==> src/rtl/bvm_pkg.sv <==
`default_nettype none
package bvm_pkg;

    localparam int CFG_INDEX_BITS = 3;
    localparam int CFG_DATA_BITS  = 13;
    localparam int MV_BITS        = 13;
    localparam int PCT_BITS       = 7;

    // Numerator of the curve interpolation always stays below 2^13
    localparam int CURVE_NUM_BITS = 13;
    // Twice the widest curve segment fits in this many bits
    localparam int CURVE_DIV_BITS = 11;

    localparam int CURVE_POINTS = 12;
    localparam int SEG_BITS     = $clog2(CURVE_POINTS);

    localparam logic [11:0]        PIN_SPAN_MV    = 12'd3300;
    localparam logic [MV_BITS-1:0] SUPPLY_MAX_MV  = 13'd6000;
    localparam logic [MV_BITS-1:0] EMPTY_MV       = 13'd3270;
    localparam logic [MV_BITS-1:0] LIMIT_BASE_MV  = 13'd3840;
    localparam logic [4:0]         LIMIT_STEP_MAX = 5'd23;
    localparam logic [MV_BITS-1:0] BATTERY_RST_MV = 13'd4200;
    localparam logic [PCT_BITS-1:0] PCT_FULL      = 7'd100;
    localparam logic [PCT_BITS-1:0] PCT_EMPTY     = 7'd0;

    localparam logic [MV_BITS-1:0] CURVE_MV [CURVE_POINTS] = '{
        13'd3270, 13'd3610, 13'd3690, 13'd3710, 13'd3730, 13'd3750,
        13'd3770, 13'd3790, 13'd3820, 13'd3870, 13'd3940, 13'd4200
    };

    localparam logic [PCT_BITS-1:0] CURVE_PCT [CURVE_POINTS] = '{
        7'd0, 7'd5, 7'd10, 7'd20, 7'd30, 7'd40,
        7'd50, 7'd60, 7'd70, 7'd80, 7'd90, 7'd100
    };

    typedef enum logic [CFG_INDEX_BITS-1:0] {
        CFG_DIVIDER_RATIO  = 3'd0,
        CFG_CHARGE_LIMIT   = 3'd1,
        CFG_USB_THRESHOLD  = 3'd2,
        CFG_LOW_BATTERY    = 3'd3,
        CFG_CHARGE_SUPPR   = 3'd4
    } t_cfg_index;

    typedef enum logic [3:0] {
        S_IDLE,
        S_PIN,
        S_PIN_WAIT,
        S_SCALE,
        S_UPDATE,
        S_EVAL,
        S_SEG,
        S_CURVE,
        S_CURVE_WAIT,
        S_FINISH
    } t_state;

    typedef struct packed {
        logic accept;
        logic pin_start;
        logic pin_fold;
        logic div_start;
        logic scale;
        logic update;
        logic eval;
        logic seg;
        logic curve_set;
        logic curve_done;
        logic load_out;
    } t_cmd;

    typedef struct packed {
        logic ok;
        logic pin_busy;
        logic div_busy;
        logic bat_low;
        logic bat_above;
        logic out_busy;
    } t_stat;

endpackage
`default_nettype wire

==> src/rtl/bvm_div.sv <==
`default_nettype none
module bvm_div #(
    parameter int DW = 13,
    parameter int VW = 11
) (
    input  wire logic          i_clk,
    input  wire logic          i_rst_n,
    input  wire logic          i_start,
    input  wire logic [DW-1:0] i_dividend,
    input  wire logic [VW-1:0] i_divisor,
    output logic               o_busy,
    output logic [DW-1:0]      o_quotient
);

    localparam int CW = $clog2(DW + 1);

    logic          r_busy;
    logic [CW-1:0] r_count;
    logic [DW-1:0] r_q;
    logic [VW-1:0] r_rem;
    logic [VW-1:0] r_dsr;
    logic [VW:0]   w_trial;

    // restoring divide, one quotient bit per cycle
    assign w_trial = {r_rem, r_q[DW-1]} - {1'b0, r_dsr};

    always_ff @(posedge i_clk) begin
        if (!i_rst_n) begin
            r_busy  <= 1'b0;
            r_count <= '0;
        end else if (i_start) begin
            r_busy  <= 1'b1;
            r_count <= CW'(DW);
        end else if (r_busy) begin
            r_count <= r_count - 1'b1;
            if (r_count == CW'(1)) begin
                r_busy <= 1'b0;
            end
        end
    end

    always_ff @(posedge i_clk) begin
        if (i_start) begin
            r_rem <= '0;
            r_dsr <= i_divisor;
            r_q   <= i_dividend;
        end else if (r_busy) begin
            if (!w_trial[VW]) begin
                r_rem <= w_trial[VW-1:0];
                r_q   <= {r_q[DW-2:0], 1'b1};
            end else begin
                r_rem <= {r_rem[VW-2:0], r_q[DW-1]};
                r_q   <= {r_q[DW-2:0], 1'b0};
            end
        end
    end

    assign o_busy     = r_busy;
    assign o_quotient = r_q;

endmodule
`default_nettype wire

==> src/rtl/bvm_datapath.sv <==
`default_nettype none
module bvm_datapath #(
    parameter int SAMPLE_BITS = 12
) (
    input  wire logic                              i_clk,
    input  wire logic                              i_rst_n,
    input  wire bvm_pkg::t_cmd                     i_cmd,
    output bvm_pkg::t_stat                         o_stat,
    input  wire logic [SAMPLE_BITS-1:0]            i_raw_sample,
    input  wire logic                              i_read_ok,
    input  wire logic                              i_out_stall,
    input  wire logic                              i_cfg_we,
    input  wire logic [bvm_pkg::CFG_INDEX_BITS-1:0] i_cfg_index,
    input  wire logic [bvm_pkg::CFG_DATA_BITS-1:0]  i_cfg_data,
    output logic                                   o_out_valid,
    output logic [bvm_pkg::MV_BITS-1:0]            o_supply_mv,
    output logic [bvm_pkg::MV_BITS-1:0]            o_battery_mv,
    output logic [bvm_pkg::PCT_BITS-1:0]           o_charge_pct,
    output logic                                   o_usb_present,
    output logic                                   o_shutdown_request,
    output logic                                   o_charging,
    output logic                                   o_charge_done,
    output logic                                   o_sample_valid
);
    import bvm_pkg::*;

    localparam int PW = $bits(PIN_SPAN_MV);
    localparam int DW = SAMPLE_BITS + PW;
    localparam logic [SAMPLE_BITS-1:0] FULL_SCALE = '1;

    // configuration
    logic [7:0]         r_ratio;
    logic [4:0]         r_limit_step;
    logic [MV_BITS-1:0] r_usb_thr;
    logic [MV_BITS-1:0] r_low_mv;
    logic               r_suppr;

    // held state
    logic [MV_BITS-1:0] r_held_sup;
    logic [MV_BITS-1:0] r_held_bat;
    logic               r_seen;

    // per item
    logic [SAMPLE_BITS-1:0] r_raw;
    logic                   r_ok;
    logic [DW-1:0]          r_fold;
    logic [PW-1:0]          r_pin;
    logic [19:0]            r_scaled;
    logic [MV_BITS-1:0]     r_bat;
    logic                   r_usb;
    logic                   r_shut;
    logic                   r_chg;
    logic [MV_BITS-1:0]     r_pv;
    logic [MV_BITS-1:0]     r_range;
    logic [PCT_BITS-1:0]    r_dp;
    logic [PCT_BITS-1:0]    r_pct0;
    logic                   r_low;
    logic                   r_above;
    logic [PCT_BITS-1:0]    r_pct;

    // output register
    logic                   r_out_valid;
    logic [MV_BITS-1:0]     r_o_sup;
    logic [MV_BITS-1:0]     r_o_bat;
    logic [PCT_BITS-1:0]    r_o_pct;
    logic                   r_o_usb;
    logic                   r_o_shut;
    logic                   r_o_chg;
    logic                   r_o_done;
    logic                   r_o_ok;

    logic [PW-1:0]             w_fold_hi;
    logic [SAMPLE_BITS-1:0]    w_fold_lo;
    logic [PW-1:0]             w_pin;
    logic [CURVE_DIV_BITS-1:0] w_div_dsr;
    logic [CURVE_NUM_BITS-1:0] w_quo;
    logic                      w_div_busy;
    logic [15:0]               w_sup_full;
    logic [MV_BITS-1:0]        w_sup;
    logic [4:0]                w_step;
    logic [MV_BITS-1:0]        w_limit;
    logic                      w_usb;
    logic [MV_BITS-1:0]        w_bat;
    logic [SEG_BITS-1:0]       w_seg;
    logic [SEG_BITS-1:0]       w_seg_prev;
    logic [MV_BITS-1:0]        w_diff;
    logic [20:0]               w_num_full;
    logic [CURVE_NUM_BITS-1:0] w_num;

    always_ff @(posedge i_clk) begin
        if (!i_rst_n) begin
            r_ratio      <= 8'd48;
            r_limit_step <= 5'd22;
            r_usb_thr    <= 13'd4600;
            r_low_mv     <= 13'd3350;
            r_suppr      <= 1'b0;
        end else if (i_cfg_we) begin
            case (t_cfg_index'(i_cfg_index))
                CFG_DIVIDER_RATIO: r_ratio      <= i_cfg_data[7:0];
                CFG_CHARGE_LIMIT:  r_limit_step <= i_cfg_data[4:0];
                CFG_USB_THRESHOLD: r_usb_thr    <= i_cfg_data[MV_BITS-1:0];
                CFG_LOW_BATTERY:   r_low_mv     <= i_cfg_data[MV_BITS-1:0];
                CFG_CHARGE_SUPPR:  r_suppr      <= i_cfg_data[0];
                default: ;
            endcase
        end
    end

    // divide by 2^n - 1: x = hi * 2^n + lo = hi * (2^n - 1) + (hi + lo),
    // so fold hi into the quotient until the remainder fits in n bits
    assign w_fold_hi = r_fold[DW-1:SAMPLE_BITS];
    assign w_fold_lo = r_fold[SAMPLE_BITS-1:0];
    assign w_pin     = r_pin + PW'(w_fold_lo == FULL_SCALE);

    always_ff @(posedge i_clk) begin
        if (i_cmd.pin_start) begin
            r_fold <= DW'(r_raw) * DW'(PIN_SPAN_MV);
            r_pin  <= '0;
        end else if (i_cmd.pin_fold) begin
            r_fold <= DW'(w_fold_lo) + DW'(w_fold_hi);
            r_pin  <= r_pin + w_fold_hi;
        end
    end

    // curve interpolation divide
    assign w_div_dsr = {r_range[CURVE_DIV_BITS-2:0], 1'b0};

    bvm_div #(
        .DW(CURVE_NUM_BITS),
        .VW(CURVE_DIV_BITS)
    ) u_div (
        .i_clk     (i_clk),
        .i_rst_n   (i_rst_n),
        .i_start   (i_cmd.div_start),
        .i_dividend(w_num),
        .i_divisor (w_div_dsr),
        .o_busy    (w_div_busy),
        .o_quotient(w_quo)
    );

    assign w_sup_full = r_scaled[19:4];
    assign w_sup      = (w_sup_full > 16'(SUPPLY_MAX_MV)) ? SUPPLY_MAX_MV
                                                          : w_sup_full[MV_BITS-1:0];
    assign w_step     = (r_limit_step > LIMIT_STEP_MAX) ? LIMIT_STEP_MAX : r_limit_step;
    assign w_limit    = LIMIT_BASE_MV + MV_BITS'({w_step, 4'b0000});

    assign w_usb = (r_held_sup >= r_usb_thr);
    always_comb begin
        if (!r_ok) begin
            w_bat = '0;
        end else if (w_usb) begin
            w_bat = r_held_bat;
        end else begin
            w_bat = r_held_sup;
        end
    end

    // first curve point at or above the battery voltage
    always_comb begin
        w_seg = SEG_BITS'(CURVE_POINTS - 1);
        for (int i = CURVE_POINTS - 1; i >= 1; i--) begin
            if (r_bat <= CURVE_MV[i]) begin
                w_seg = SEG_BITS'(i);
            end
        end
    end
    assign w_seg_prev = w_seg - 1'b1;

    // 2 * (v - pv) * dp + range, rounds the quotient half up
    assign w_diff     = r_bat - r_pv;
    assign w_num_full = ((21'(w_diff) * 21'(r_dp)) << 1) + 21'(r_range);
    assign w_num      = w_num_full[CURVE_NUM_BITS-1:0];

    always_ff @(posedge i_clk) begin
        if (!i_rst_n) begin
            r_held_sup <= '0;
            r_held_bat <= BATTERY_RST_MV;
            r_seen     <= 1'b0;
        end else if (i_cmd.update) begin
            r_held_sup <= w_sup;
            if (w_sup < r_usb_thr) begin
                r_seen <= 1'b1;
                if (w_sup < EMPTY_MV) begin
                    r_held_bat <= EMPTY_MV;
                end else if (w_sup > w_limit) begin
                    r_held_bat <= w_limit;
                end else begin
                    r_held_bat <= w_sup;
                end
            end
        end
    end

    always_ff @(posedge i_clk) begin
        if (i_cmd.accept) begin
            r_raw <= i_raw_sample;
            r_ok  <= i_read_ok;
        end
        if (i_cmd.scale) begin
            r_scaled <= 20'(w_pin) * 20'(r_ratio);
        end
        if (i_cmd.eval) begin
            r_usb  <= w_usb;
            r_bat  <= w_bat;
            r_shut <= !w_usb && (w_bat != '0) && (w_bat <= r_low_mv);
            r_chg  <= w_usb && !r_suppr;
        end
        if (i_cmd.seg) begin
            r_pv    <= CURVE_MV[w_seg_prev];
            r_range <= CURVE_MV[w_seg] - CURVE_MV[w_seg_prev];
            r_dp    <= CURVE_PCT[w_seg] - CURVE_PCT[w_seg_prev];
            r_pct0  <= CURVE_PCT[w_seg_prev];
            r_low   <= (r_bat <= CURVE_MV[0]);
            r_above <= (r_bat > CURVE_MV[CURVE_POINTS-1]);
        end
        if (i_cmd.curve_set) begin
            r_pct <= r_above ? PCT_FULL : PCT_EMPTY;
        end else if (i_cmd.curve_done) begin
            r_pct <= r_pct0 + w_quo[PCT_BITS-1:0];
        end
    end

    always_ff @(posedge i_clk) begin
        if (!i_rst_n) begin
            r_out_valid <= 1'b0;
        end else if (i_cmd.load_out) begin
            r_out_valid <= 1'b1;
        end else if (!i_out_stall) begin
            r_out_valid <= 1'b0;
        end
    end

    always_ff @(posedge i_clk) begin
        if (i_cmd.load_out) begin
            r_o_sup  <= r_held_sup;
            r_o_bat  <= r_bat;
            r_o_pct  <= r_pct;
            r_o_usb  <= r_usb;
            r_o_shut <= r_shut;
            r_o_chg  <= r_chg;
            r_o_done <= r_seen && r_chg && (r_pct == PCT_FULL);
            r_o_ok   <= r_ok;
        end
    end

    always_comb begin
        o_stat.ok        = r_ok;
        o_stat.pin_busy  = (w_fold_hi != '0);
        o_stat.div_busy  = w_div_busy;
        o_stat.bat_low   = r_low;
        o_stat.bat_above = r_above;
        o_stat.out_busy  = r_out_valid && i_out_stall;
    end

    assign o_out_valid        = r_out_valid;
    assign o_supply_mv        = r_o_sup;
    assign o_battery_mv       = r_o_bat;
    assign o_charge_pct       = r_o_pct;
    assign o_usb_present      = r_o_usb;
    assign o_shutdown_request = r_o_shut;
    assign o_charging         = r_o_chg;
    assign o_charge_done      = r_o_done;
    assign o_sample_valid     = r_o_ok;

endmodule
`default_nettype wire

==> src/rtl/bvm_ctrl.sv <==
`default_nettype none
module bvm_ctrl (
    input  wire logic           i_clk,
    input  wire logic           i_rst_n,
    input  wire logic           i_in_valid,
    input  wire bvm_pkg::t_stat i_stat,
    output logic                o_in_stall,
    output bvm_pkg::t_cmd       o_cmd
);
    import bvm_pkg::*;

    t_state r_state;
    t_state n_state;

    always_ff @(posedge i_clk) begin
        if (!i_rst_n) begin
            r_state <= S_IDLE;
        end else begin
            r_state <= n_state;
        end
    end

    always_comb begin
        n_state = r_state;
        case (r_state)
            S_IDLE:       if (i_in_valid) n_state = S_PIN;
            S_PIN:        n_state = i_stat.ok ? S_PIN_WAIT : S_EVAL;
            S_PIN_WAIT:   if (!i_stat.pin_busy) n_state = S_SCALE;
            S_SCALE:      n_state = S_UPDATE;
            S_UPDATE:     n_state = S_EVAL;
            S_EVAL:       n_state = S_SEG;
            S_SEG:        n_state = S_CURVE;
            S_CURVE: begin
                if (i_stat.bat_low || i_stat.bat_above) begin
                    n_state = S_FINISH;
                end else begin
                    n_state = S_CURVE_WAIT;
                end
            end
            S_CURVE_WAIT: if (!i_stat.div_busy) n_state = S_FINISH;
            S_FINISH:     if (!i_stat.out_busy) n_state = S_IDLE;
            default:      n_state = S_IDLE;
        endcase
    end

    always_comb begin
        o_cmd      = '0;
        o_in_stall = (r_state != S_IDLE);
        case (r_state)
            S_IDLE:     o_cmd.accept = i_in_valid;
            S_PIN:      o_cmd.pin_start = i_stat.ok;
            S_PIN_WAIT: o_cmd.pin_fold = i_stat.pin_busy;
            S_SCALE:    o_cmd.scale = 1'b1;
            S_UPDATE:   o_cmd.update = 1'b1;
            S_EVAL:     o_cmd.eval = 1'b1;
            S_SEG:      o_cmd.seg = 1'b1;
            S_CURVE: begin
                if (i_stat.bat_low || i_stat.bat_above) begin
                    o_cmd.curve_set = 1'b1;
                end else begin
                    o_cmd.div_start = 1'b1;
                end
            end
            S_CURVE_WAIT: o_cmd.curve_done = !i_stat.div_busy;
            S_FINISH:     o_cmd.load_out = !i_stat.out_busy;
            default: ;
        endcase
    end

endmodule
`default_nettype wire

==> src/rtl/battery_voltage_monitor_unit.sv <==
// Channel   Direction  Handshake                 Payload
// input     in         i_in_valid / o_in_stall   i_raw_sample, i_read_ok
// result    out        o_out_valid / i_out_stall supply, battery, percent, flags
// config    in         i_cfg_we                  i_cfg_index, i_cfg_data
//
// One item at a time. A good sample goes through accept, load, the steps folding
// the divide by the ADC full scale, scaling, held state and curve lookup, the
// bit-serial curve interpolation and a last step to load the output register.
// Below the first or above the last curve point the interpolation is skipped; a
// failed read also skips folding, scaling and the held-state update.
// Reset is synchronous; it restores register defaults and held state. A new
// sample is taken while a result still waits on a stalled output; the next
// result waits in the final state until that transfer.
`default_nettype none
module battery_voltage_monitor_unit #(
    parameter int SAMPLE_BITS = 12
) (
    input  wire logic                               i_clk,
    input  wire logic                               i_rst_n,
    input  wire logic                               i_in_valid,
    output logic                                    o_in_stall,
    input  wire logic [SAMPLE_BITS-1:0]             i_raw_sample,
    input  wire logic                               i_read_ok,
    output logic                                    o_out_valid,
    input  wire logic                               i_out_stall,
    output logic [bvm_pkg::MV_BITS-1:0]             o_supply_mv,
    output logic [bvm_pkg::MV_BITS-1:0]             o_battery_mv,
    output logic [bvm_pkg::PCT_BITS-1:0]            o_charge_pct,
    output logic                                    o_usb_present,
    output logic                                    o_shutdown_request,
    output logic                                    o_charging,
    output logic                                    o_charge_done,
    output logic                                    o_sample_valid,
    input  wire logic                               i_cfg_we,
    input  wire logic [bvm_pkg::CFG_INDEX_BITS-1:0] i_cfg_index,
    input  wire logic [bvm_pkg::CFG_DATA_BITS-1:0]  i_cfg_data
);
    import bvm_pkg::*;

    t_cmd  w_cmd;
    t_stat w_stat;

    bvm_ctrl u_ctrl (
        .i_clk     (i_clk),
        .i_rst_n   (i_rst_n),
        .i_in_valid(i_in_valid),
        .i_stat    (w_stat),
        .o_in_stall(o_in_stall),
        .o_cmd     (w_cmd)
    );

    bvm_datapath #(
        .SAMPLE_BITS(SAMPLE_BITS)
    ) u_datapath (
        .i_clk             (i_clk),
        .i_rst_n           (i_rst_n),
        .i_cmd             (w_cmd),
        .o_stat            (w_stat),
        .i_raw_sample      (i_raw_sample),
        .i_read_ok         (i_read_ok),
        .i_out_stall       (i_out_stall),
        .i_cfg_we          (i_cfg_we),
        .i_cfg_index       (i_cfg_index),
        .i_cfg_data        (i_cfg_data),
        .o_out_valid       (o_out_valid),
        .o_supply_mv       (o_supply_mv),
        .o_battery_mv      (o_battery_mv),
        .o_charge_pct      (o_charge_pct),
        .o_usb_present     (o_usb_present),
        .o_shutdown_request(o_shutdown_request),
        .o_charging        (o_charging),
        .o_charge_done     (o_charge_done),
        .o_sample_valid    (o_sample_valid)
    );

endmodule
`default_nettype wire
==> config.mk <==
export PLATFORM = sky130hd
export DESIGN_NAME = battery_voltage_monitor_unit
export DESIGN_NICKNAME = d
export VERILOG_FILES = /design/src/rtl/bvm_pkg.sv /design/src/rtl/bvm_div.sv /design/src/rtl/bvm_datapath.sv /design/src/rtl/bvm_ctrl.sv /design/src/rtl/battery_voltage_monitor_unit.sv
export SDC_FILE = /design/constraint.sdc
export NUM_CORES = 1
export LEC_CHECK = 0
export BUFFER_PORTS_ARGS = -buffer_cell sky130_fd_sc_hd__buf_2
export CORE_AREA = 10 10 201 251
export DETAILED_ROUTE_END_ITERATION = 8
export DIE_AREA = 0 0 211 261
export GPL_ROUTABILITY_DRIVEN = 1
export PLACE_DENSITY_LB_ADDON = 0.08
export SYNTH_ARGS = -nofsm -noshare
export SYNTH_HDL_FRONTEND = slang
export SYNTH_SLANG_ARGS = --single-unit
==> constraint.sdc <==
create_clock -name i_clk -period 11.3 [get_ports i_clk]
set_clock_uncertainty 0.2 [all_clocks]
set_input_delay 0.565 -clock i_clk [delete_from_list [all_inputs] [get_ports i_clk]]
set_output_delay 0.565 -clock i_clk [all_outputs]
set_load 0.03 [all_outputs]
; ---- After elaboration in Yosys (flattened, before gate mapping)
; Memories as Yosys holds them, arrays and structs flattened.
; Index checks and enable logic that the tools add are counted.
[totals]
mem_bits_ro = 640
memories = 4
ff_bits = 283
[classes]
mux = 60
n_reduce_logical = 27
addsub = 12
magnitude_cmp = 21
bitwise_logic = 3
n_eq_ne = 21
mul = 3
[mem_list]
columns = name, depth, word_bits, rd, rd_ports_with_merged_regs, wr, line_no
row1 = (name not given), 16, 13, 1, 0, 0, bvm_datapath.sv:209  ; r_pv <= CURVE_MV[w_seg_prev];
row2 = (name not given), 16, 13, 1, 0, 0, bvm_datapath.sv:210  ; r_range <= CURVE_MV[w_seg] - CURVE_MV[w_seg_prev];
row3 = (name not given), 16, 7, 1, 0, 0, bvm_datapath.sv:211  ; r_dp <= CURVE_PCT[w_seg] - CURVE_PCT[w_seg_prev];
row4 = (name not given), 16, 7, 1, 0, 0, bvm_datapath.sv:211
[ops]
columns = cell, count
row1 = $le 13x12->1 const B, 11
row2 = $mux 13, 11
row3 = $mux 4, 13
row4 = $mux 7, 7
row5 = $mux 24, 2
row6 = $pmux 4 s10, 1
row7 = $sub 13x13->13, 2
row8 = $mul 12x10->22 const B, 1
row9 = $mux 1, 21
row10 = $mul 12x8->20, 1
row11 = $eq 4x3->1 const B, 4
row12 = $gt 16x13->1 const B, 1
row13 = $add 12x12->13, 1
row14 = $add 12x9->13 const A, 1
row15 = $add 13x13->13, 1
row16 = $ge 13x13->1, 1
row17 = $gt 13x13->1, 1
row18 = $gt 13x13->1 const B, 1
row19 = $le 13x13->1, 1
row20 = $lt 13x12->1 const B, 1
row21 = $lt 13x13->1, 1
row22 = $mul 13x7->12, 1
row23 = $reduce_bool 13->1, 1
row24 = $add 12x1->12, 1
row25 = 34 further kinds, 60

; ---- Depth between registers and ports, before layout
; Gate-level depths: netlist of the first run.
[logic_depth]
depth_word = 17
depth_mapped = 29
ltp_nobuf = 28

; ---- Modules after synthesis
; Synthesis of the first run repeated with hierarchy kept, for this count alone.
[unflattened]
hier_cells = 2367
hier_area_um2 = 22846.9
[by_module_without_submodules]
columns = module, cells_each, area_each_um2, instances, seq_area_each_um2
row1 = bvm_datapath, 2092, 20171.8, 1, 6145.9
row2 = bvm_div, 223, 2298.5, 1, 1041.0
row3 = bvm_ctrl, 52, 376.6, 1, 80.1

; ---- Least setup slack after synthesis of the first run
; No wires, ideal clock.
[synth_timing]
kind = register to register
start = reg u_datapath.r_bat[1]
end = reg u_datapath.u_div.r_q[12], in the netlist u_datapath.u_div.o_quotient[12] (data pin)
stages_incl_launch_ff = 29
n_path_buf = 1
setup_ns = 0.260
required_time_ns = 10.840
t_arrival_ns = 6.807
path_slack_ns = 4.033
period_less_slack_ns = 7.267
path_cell_list = edfxtp_1 clkbuf_1 inv_1 ha_1 fa_1 nor2b_1 o31a_1 a21oi_2 and2_1 fa_1 inv_1 fa_1 inv_1 fa_1 inv_1 fa_1 inv_1 ha_1 a21o_1 a21oi_1 xnor2_1 ha_1 and3_1 a211oi_1 o21bai_1 a21oi_1 xor3_1 xnor3_1 mux2_2
[synth_between]
elab_chain_cells = 4
[synth_rtl]
columns = element, line_no
row1 = start: declaration, bvm_datapath.sv:49  ; logic [MV_BITS-1:0] r_bat;
row2 = start signal: assignment, bvm_datapath.sv:204  ; r_bat <= w_bat;
row3 = $sub 13x13->13, bvm_datapath.sv:170  ; assign w_diff = r_bat - r_pv;
row4 = $mul 13x7->12, bvm_datapath.sv:171  ; assign w_num_full = ((21'(w_diff) * 21'(r_dp)) << 1) + 21'(r_range);
row5 = $add 13x13->13, bvm_datapath.sv:171
row6 = $mux 13, bvm_div.sv:43  ; if (i_start) begin
row7 = end signal: assignment, bvm_div.sv:46  ; r_q <= i_dividend;
row8 = end signal: assignment, bvm_div.sv:50  ; r_q <= {r_q[DW-2:0], 1'b1};
row9 = end signal: assignment, bvm_div.sv:53  ; r_q <= {r_q[DW-2:0], 1'b0};
row10 = end: declaration, bvm_div.sv:19  ; logic [DW-1:0] r_q;
; Every way passes these cells.
; A chain may end at the register's enable or synchronous reset.

; ---- Worst setup path after layout of the first run
; Ends and elaborated chain as after synthesis.

==> results.json, run 1 <==
{
  "critPathSlowestCell": "edfxtp_1",
  "place_ws_ps": 3580,
  "switchingPower_w": 0.00183,
  "synth_async_sr_flop_share_pct": 0,
  "tightest_slew_ps": 1230,
  "final_antenna_net_count": 0,
  "cts.path.max_buffers": 3,
  "synthesis.nets": 2736,
  "min_period_over_period_pct": 68.4,
  "drc": 0,
  "vias": 16300,
  "max_freq_ghz": 0.129,
  "wl_per_cell_um": 17.9,
  "postSynthCellCount": 2310,
  "setup_slack_ps": 3570,
  "clk_latency_ps": 540,
  "dieArea_mm2": 0.0551,
  "cts.htree.levels": 2,
  "startpoint_type": "flip-flop",
  "cts_resized": 0,
  "hpwlAfterDp_um": 42100,
  "p_total_w": 0.00472,
  "synthDistinctLibCells": 76,
  "antenna_found_initial": 1,
  "grt_max_degree": 47,
  "report.final.slew_viol_count": 0,
  "drt_iter0_drc": 827,
  "synth_area_per_cell_um2": 9.55,
  "setup_viol": 0,
  "synth-seq-cells": 274,
  "path_class": "reg -> reg",
  "crit_fanout": 13,
  "drive_gt1_share_pct": 7.15,
  "grt_pass1_vias": 16600,
  "cp.arrival_ps": 7820,
  "gp_congestion": 0.853,
  "vdd_ir_drop_max_uv": 285,
  "fp.dieW_um": 211,
  "power_leakage_nw": 10.9,
  "final_nets": 2805,
  "area_growth_pct": 9.96,
  "totalWireLength_um": 53600,
  "rsz0062_at_grt": "no",
  "yosysWarningCount": 0,
  "yosysSeqAreaShare_pct": 32.7,
  "status": "finished, final reports clean",
  "grt_pass1_wl_um": 86700,
  "cts_tree": "built",
  "endpoint_kind": "flip-flop",
  "syn-cell-area_mm2": 0.0221,
  "grt_overflow": 0,
  "finalHoldViolCount": 0,
  "synth_flop_cell": "edfxtp_1",
  "antenna_cells": 0,
  "tns_ps": 0,
  "grt_usage_pct": 19.7,
  "root_buffer": "clkbuf_16",
  "relSlewSlack_pct": 17.8,
  "port_buffers": 73,
  "dieHeight_um": 261,
  "numClockSinks": 274,
  "worstHoldPathType": "in -> reg",
  "combPwrFrac_pct": 50.4,
  "swShare_pct": 38.8,
  "cp_slowest_stage_delay_ps": 580,
  "internal_power_w": 0.00289,
  "start_util_pct": 48.4,
  "power_density_mw_per_mm2": 194,
  "period_needed_ps": 7730,
  "maxCapViolations": 0,
  "num_rows": 88,
  "synth_edf_count": 172,
  "coreArea_mm2": 0.0456,
  "stdcell_count": 2989,
  "clkTransAtPathRegs_ps": 70,
  "final_core_util_pct": 53.2,
  "critical_path_required_ps": 11390,
  "first_pass_iters": 7,
  "viasPerCell": 5.44,
  "numCtsBuffers": 34,
  "dp_cells": 2915,
  "p_clk_share_pct": 22.7,
  "io_pins": 74,
  "seqPwrFrac_pct": 27.0
}
cells in the final DEF, fill, tap and decap left out, drive strengths merged, types with 6 or more instances in the layout:
cell,synthesis,final
nand4,17,17
o31ai,7,7
clkinv,1,13
and3,12,12
clkbuf,60,44
edfxtp,172,172
nand3,48,48
o21a,32,32
dfxtp,102,102
a21oi,120,120
o21ai,104,104
fa,131,131
ha,261,261
a21boi,16,16
or2,7,7
o22ai,8,8
a211oi,16,16
dlygate4sd3,0,13
buf,6,86
o21bai,17,17
xor2,37,37
nand2,202,202
inv,312,314
or3,6,6
nor2,137,137
nor3,19,19
nand4b,7,7
nor2b,106,106
mux2i,33,33
nand2b,36,36
xnor2,73,73
o211ai,19,19
nor4,8,8
a21o,28,28
and2,62,62
a31oi,15,15
per-layer routing:
layer | vias to the layer above | global-route usage (%) | share of wire, %
li1 | 8005 | - | -
met5 | - | 0 | 0
met1 | 7845 | 23.9 | 43
met3 | 98 | 2.83 | 4.0
met4 | 0 | 7.33 | 3.3
met2 | 322 | 34.6 | 50
critical path: cells and delay by family (launching register included):
family                   cells  cell delay, ps
buffers and inverters        5             390
flip-flops                   1             580
AND/OR/NAND/NOR              3             560
multiplexers                 1             270
AO/OA/AOI/OAI                7            1280
adder cells (fa/ha/maj)      8            3280
XOR/XNOR                     3             920
power groups by stage:
| stage | registers (W) | clock network [W] | logic (W) |
|---|---|---|---|
| CTS | 0.00127 | 0.00110 | 0.00242 |
| global route | 0.00129 | 0.00113 | 0.00274 |
| floorplan | 0.00124 | 0 | 0.00191 |
| detailed placement | 0.00129 | 0 | 0.00239 |
| finish | 0.00127 | 0.00107 | 0.00238 |
| global placement | 0.00129 | 0 | 0.00235 |
cell usage after synthesis, types with 5 or more instances:
cell type	number	area share, %
a211oi_1	16	0.54
nand2_1	201	3.4
a31oi_1	15	0.43
nor4_1	8	0.23
o21bai_1	17	0.58
clkbuf_1	60	1.0
or2_2	6	0.17
and3_1	12	0.34
and2_1	62	1.8
nor3_1	19	0.43
nand4b_1	7	0.28
nand4_1	17	0.48
inv_1	310	5.3
nor2_1	136	2.3
nand2b_1	36	1.0
o21ai_0	100	2.3
fa_1	131	12
o211ai_1	19	0.65
o21a_1	32	1.1
nand3_1	48	1.1
edfxtp_1	172	23
mux2i_1	33	1.5
o31ai_1	7	0.24
mux2_2	5	0.26
a21boi_0	16	0.54
nand3b_1	5	0.17
xor2_1	37	1.5
a21oi_1	118	2.7
a21o_1	28	0.95
nor2b_1	106	3.0
o22ai_1	8	0.23
or3_1	6	0.17
ha_1	261	15
dfxtp_1	102	9.3
xnor2_1	73	2.9
per-stage QoR:
step	hold slack, ps	area [um2]
after detailed placement	206	23000
final	85.1	24300
after global routing	84.2	24300
after CTS	63.9	24300
after global placement	207	23000
after floorplan	200	22100
cell type report:
type	instances	area, um2
Clock buffer	44	972
Clock inverter	17	124
Fill cell	4262	21300
Inverter	313	1170
Multi-Input combinational cell	1657	13500
Sequential cell	274	7210
Tap cell	585	732
Timing Repair Buffer	99	593
kinds of logic (layout without fill, tap and decap cells):
kind of cell    after synthesis  after routing  share of synthesized area, %
xor+xnor                    113            113                          4.68
compound gates              428            428                          12.4
mux                          38             38                          1.75
buf+inv                     379            473                          6.47
flops                       274            274                          32.7
simple gates                684            684                          15.4
other cells                   2              2                        0.0340
fa+ha+maj                   392            392                          26.7
final timing paths:
| kind | depth (start not counted) | endpoint | slack, ps | from |
|---|---|---|---|---|
| worst min register to register | 0 | u_datapath.o_usb_present | 210 | u_datapath.r_usb |
| worst min-delay path | 3 | u_datapath.r_usb_thr[12] | 90 | i_cfg_data[12] |
| worst max register to register | 27 | u_datapath.u_div.o_quotient[12] | 3570 | u_datapath.r_bat[1] |
| worst max-delay path | 27 | u_datapath.u_div.o_quotient[12] | 3570 | u_datapath.r_bat[1] |
what timing repair did:
item	in CTS	in global routing
hold buffers	13	0
hold endpoints to repair	13	0
setup buffers	0	0
state kept, by name (all words and copies together) (netlist names), 5 cells and up:
name and cells:
u_datapath.r_fold 24, u_datapath.r_scaled 16, u_datapath.o_battery_mv 13, u_datapath.o_supply_mv 13
u_datapath.r_bat 13, u_datapath.r_held_bat 13, u_datapath.r_held_sup 13, u_datapath.r_low_mv 13
u_datapath.r_usb_thr 13, u_datapath.u_div.o_quotient 13, u_datapath.r_pin 12, u_datapath.r_range 12
u_datapath.r_raw 12, u_datapath.u_div.r_rem 11, u_datapath.r_pv 10, u_datapath.u_div.r_dsr 9
u_datapath.r_ratio 8, u_datapath.o_charge_pct 7, u_datapath.r_dp 7, u_datapath.r_pct0 7
u_datapath.r_pct 7, u_datapath.r_limit_step 5
No activity file was read; power rests on OpenSTA's default activity.
==> run 2, diff against run 1 <==
clock period = 7.6 ns   (was 11.3 ns; I/O delays follow)
==> results.json, run 2 (same netlist as run 1, synthesis figures left out) <==
{
  "status": "finished, final reports clean",
  "largest_reg_flops": 24,
  "wl_per_cell_um": 18.0,
  "cts_tree": "built",
  "tightest_slew_ps": 1200,
  "top_register": "u_datapath.r_fold",
  "cts.path.max_buffers": 3,
  "critical_path_required_ps": 7730,
  "worstHoldPathType": "in -> reg",
  "numCtsBuffers": 31,
  "report.final.slew_viol_count": 0,
  "viasPerCell": 5.39,
  "gp_congestion": 0.887,
  "clkTransAtPathRegs_ps": 70,
  "antenna_found_initial": 0,
  "max_freq_ghz": 0.137,
  "period_needed_ps": 7320,
  "power_leakage_nw": 11.0,
  "busiest_layer": "met2",
  "final_nets": 2834,
  "setup_slack_ps": 282,
  "port_buffers": 73,
  "grt_pass1_vias": 16700,
  "grt_use_met2_pct": 36.5,
  "fp.dieW_um": 211,
  "endpoint_kind": "flip-flop",
  "root_buffer": "clkbuf_16",
  "clk_latency_ps": 590,
  "fin_area_mm2": 0.0245,
  "cts.htree.levels": 1,
  "hpwlAfterDp_um": 43100,
  "mostFrequentLayoutCell": "inv_1",
  "grt_use_met3_pct": 2.12,
  "path_class": "reg -> reg",
  "place_ws_ps": 263,
  "min_period_over_period_pct": 96.3,
  "drc": 0,
  "placed_area_mm2": 0.0232,
  "antenna_cells": 0,
  "crit_fanout": 5,
  "grt_overflow": 0,
  "p_total_w": 0.00692,
  "dieArea_mm2": 0.0551,
  "coreArea_mm2": 0.0456,
  "layout_common_cells": "inv_1, ha_1, nand2_1",
  "largestRegisters": "u_datapath.r_fold (24), u_datapath.r_scaled (16)",
  "area_growth_pct": 11.0,
  "finalHoldViolCount": 0,
  "drt_iter0_drc": 744,
  "drive_gt1_share_pct": 7.44,
  "io_pins": 74,
  "numClockSinks": 274,
  "use_met1_pct": 23.8,
  "grt_max_degree": 47,
  "maxCapViolations": 0,
  "final_core_util_pct": 53.7,
  "startpoint_type": "flip-flop",
  "final_antenna_net_count": 0,
  "start_util_pct": 48.4,
  "vdd_ir_drop_max_uv": 401,
  "relSlewSlack_pct": 19.6,
  "grt_usage_pct": 19.8,
  "tns_ps": 0,
  "grt_pass1_wl_um": 87700,
  "cp.arrival_ps": 7450,
  "vias": 16300,
  "rsz0062_at_grt": "no",
  "num_rows": 88,
  "setup_viol": 0,
  "dieHeight_um": 261,
  "totalWireLength_um": 54200,
  "first_pass_iters": 5,
  "power_density_mw_per_mm2": 283
}
run 2: cell count changes in the layout (fill, tap and decap cells not counted), sizes merged:
cell / previous run / this run
clkbuf: 44 / 47
clkinv: 13 / 6
buf: 86 / 102
inv: 314 / 316
dlygate4sd3: 13 / 29
clkinvlp: 2 / 1
run 2: metal layers:
metal | vias up | routed length (um)
met5 | - | 0
met4 | 0 | 1280
met3 | 75 | 2120
met2 | 310 | 27900
met1 | 7839 | 22800
li1 | 8054 | -
run 2: area by class of cell:
| cell class | instances | area, um2 |
|---|---|---|
| clock buffer | 47 | 940 |
| clock inverter | 11 | 96.3 |
| fill | 4217 | 21100 |
| inverter | 313 | 1170 |
| multi-input combinational | 1657 | 13500 |
| sequential | 274 | 7210 |
| tap | 585 | 732 |
| timing repair buffer | 131 | 873 |
run 2: per-stage QoR:
step | cells | hold slack [ps]
after global placement | 2931 | 207
final | 3018 | 63.8
after floorplan | 2310 | 200
after global routing | 3018 | 110
after detailed placement | 2931 | 216
after CTS | 3018 | 40.6
run 2: power by group:
part	internal [W]	switching [W]	total, W
Sequential	0.00175	0.000141	0.00189
Clock	0.000888	0.000619	0.00151
Combinational	0.00162	0.00191	0.00353
Total	0.00425	0.00267	0.00692
run 2: what timing repair did:
item	4_1_cts	5_1_grt
buffers inserted	0	0
hold buffers	29	0
gates resized for setup	0	0
endpoints found under the hold margin	54	0
run 2: worst max-delay path: stages, from the launching register on:
cell and delay, ps:
edfxtp_1 360, inv_1 100, ha_1 210, fa_1 410, nor2b_1 170, o31a_1 180
a21oi_2 50, and2_1 170, fa_1 480, inv_1 60, fa_1 480, inv_1 60
fa_1 530, inv_1 60, fa_1 530, inv_1 40, ha_1 320, a21o_1 170
a21oi_1 220, xnor2_1 150, ha_1 300, and3_1 200, a211oi_1 340, o21bai_1 130
a21oi_1 150, xor3_1 410, xnor3_1 350, mux2_2 260
run 2: final timing paths:
kind         cells past startpoint  slack (ps)                              end                start
max                             27         280  u_datapath.u_div.o_quotient[12]  u_datapath.r_bat[1]
min                              5          60               u_datapath.r_suppr       i_cfg_index[1]
max reg2reg                     27         280  u_datapath.u_div.o_quotient[12]  u_datapath.r_bat[1]
min reg2reg                      0         230         u_datapath.o_usb_present     u_datapath.r_usb
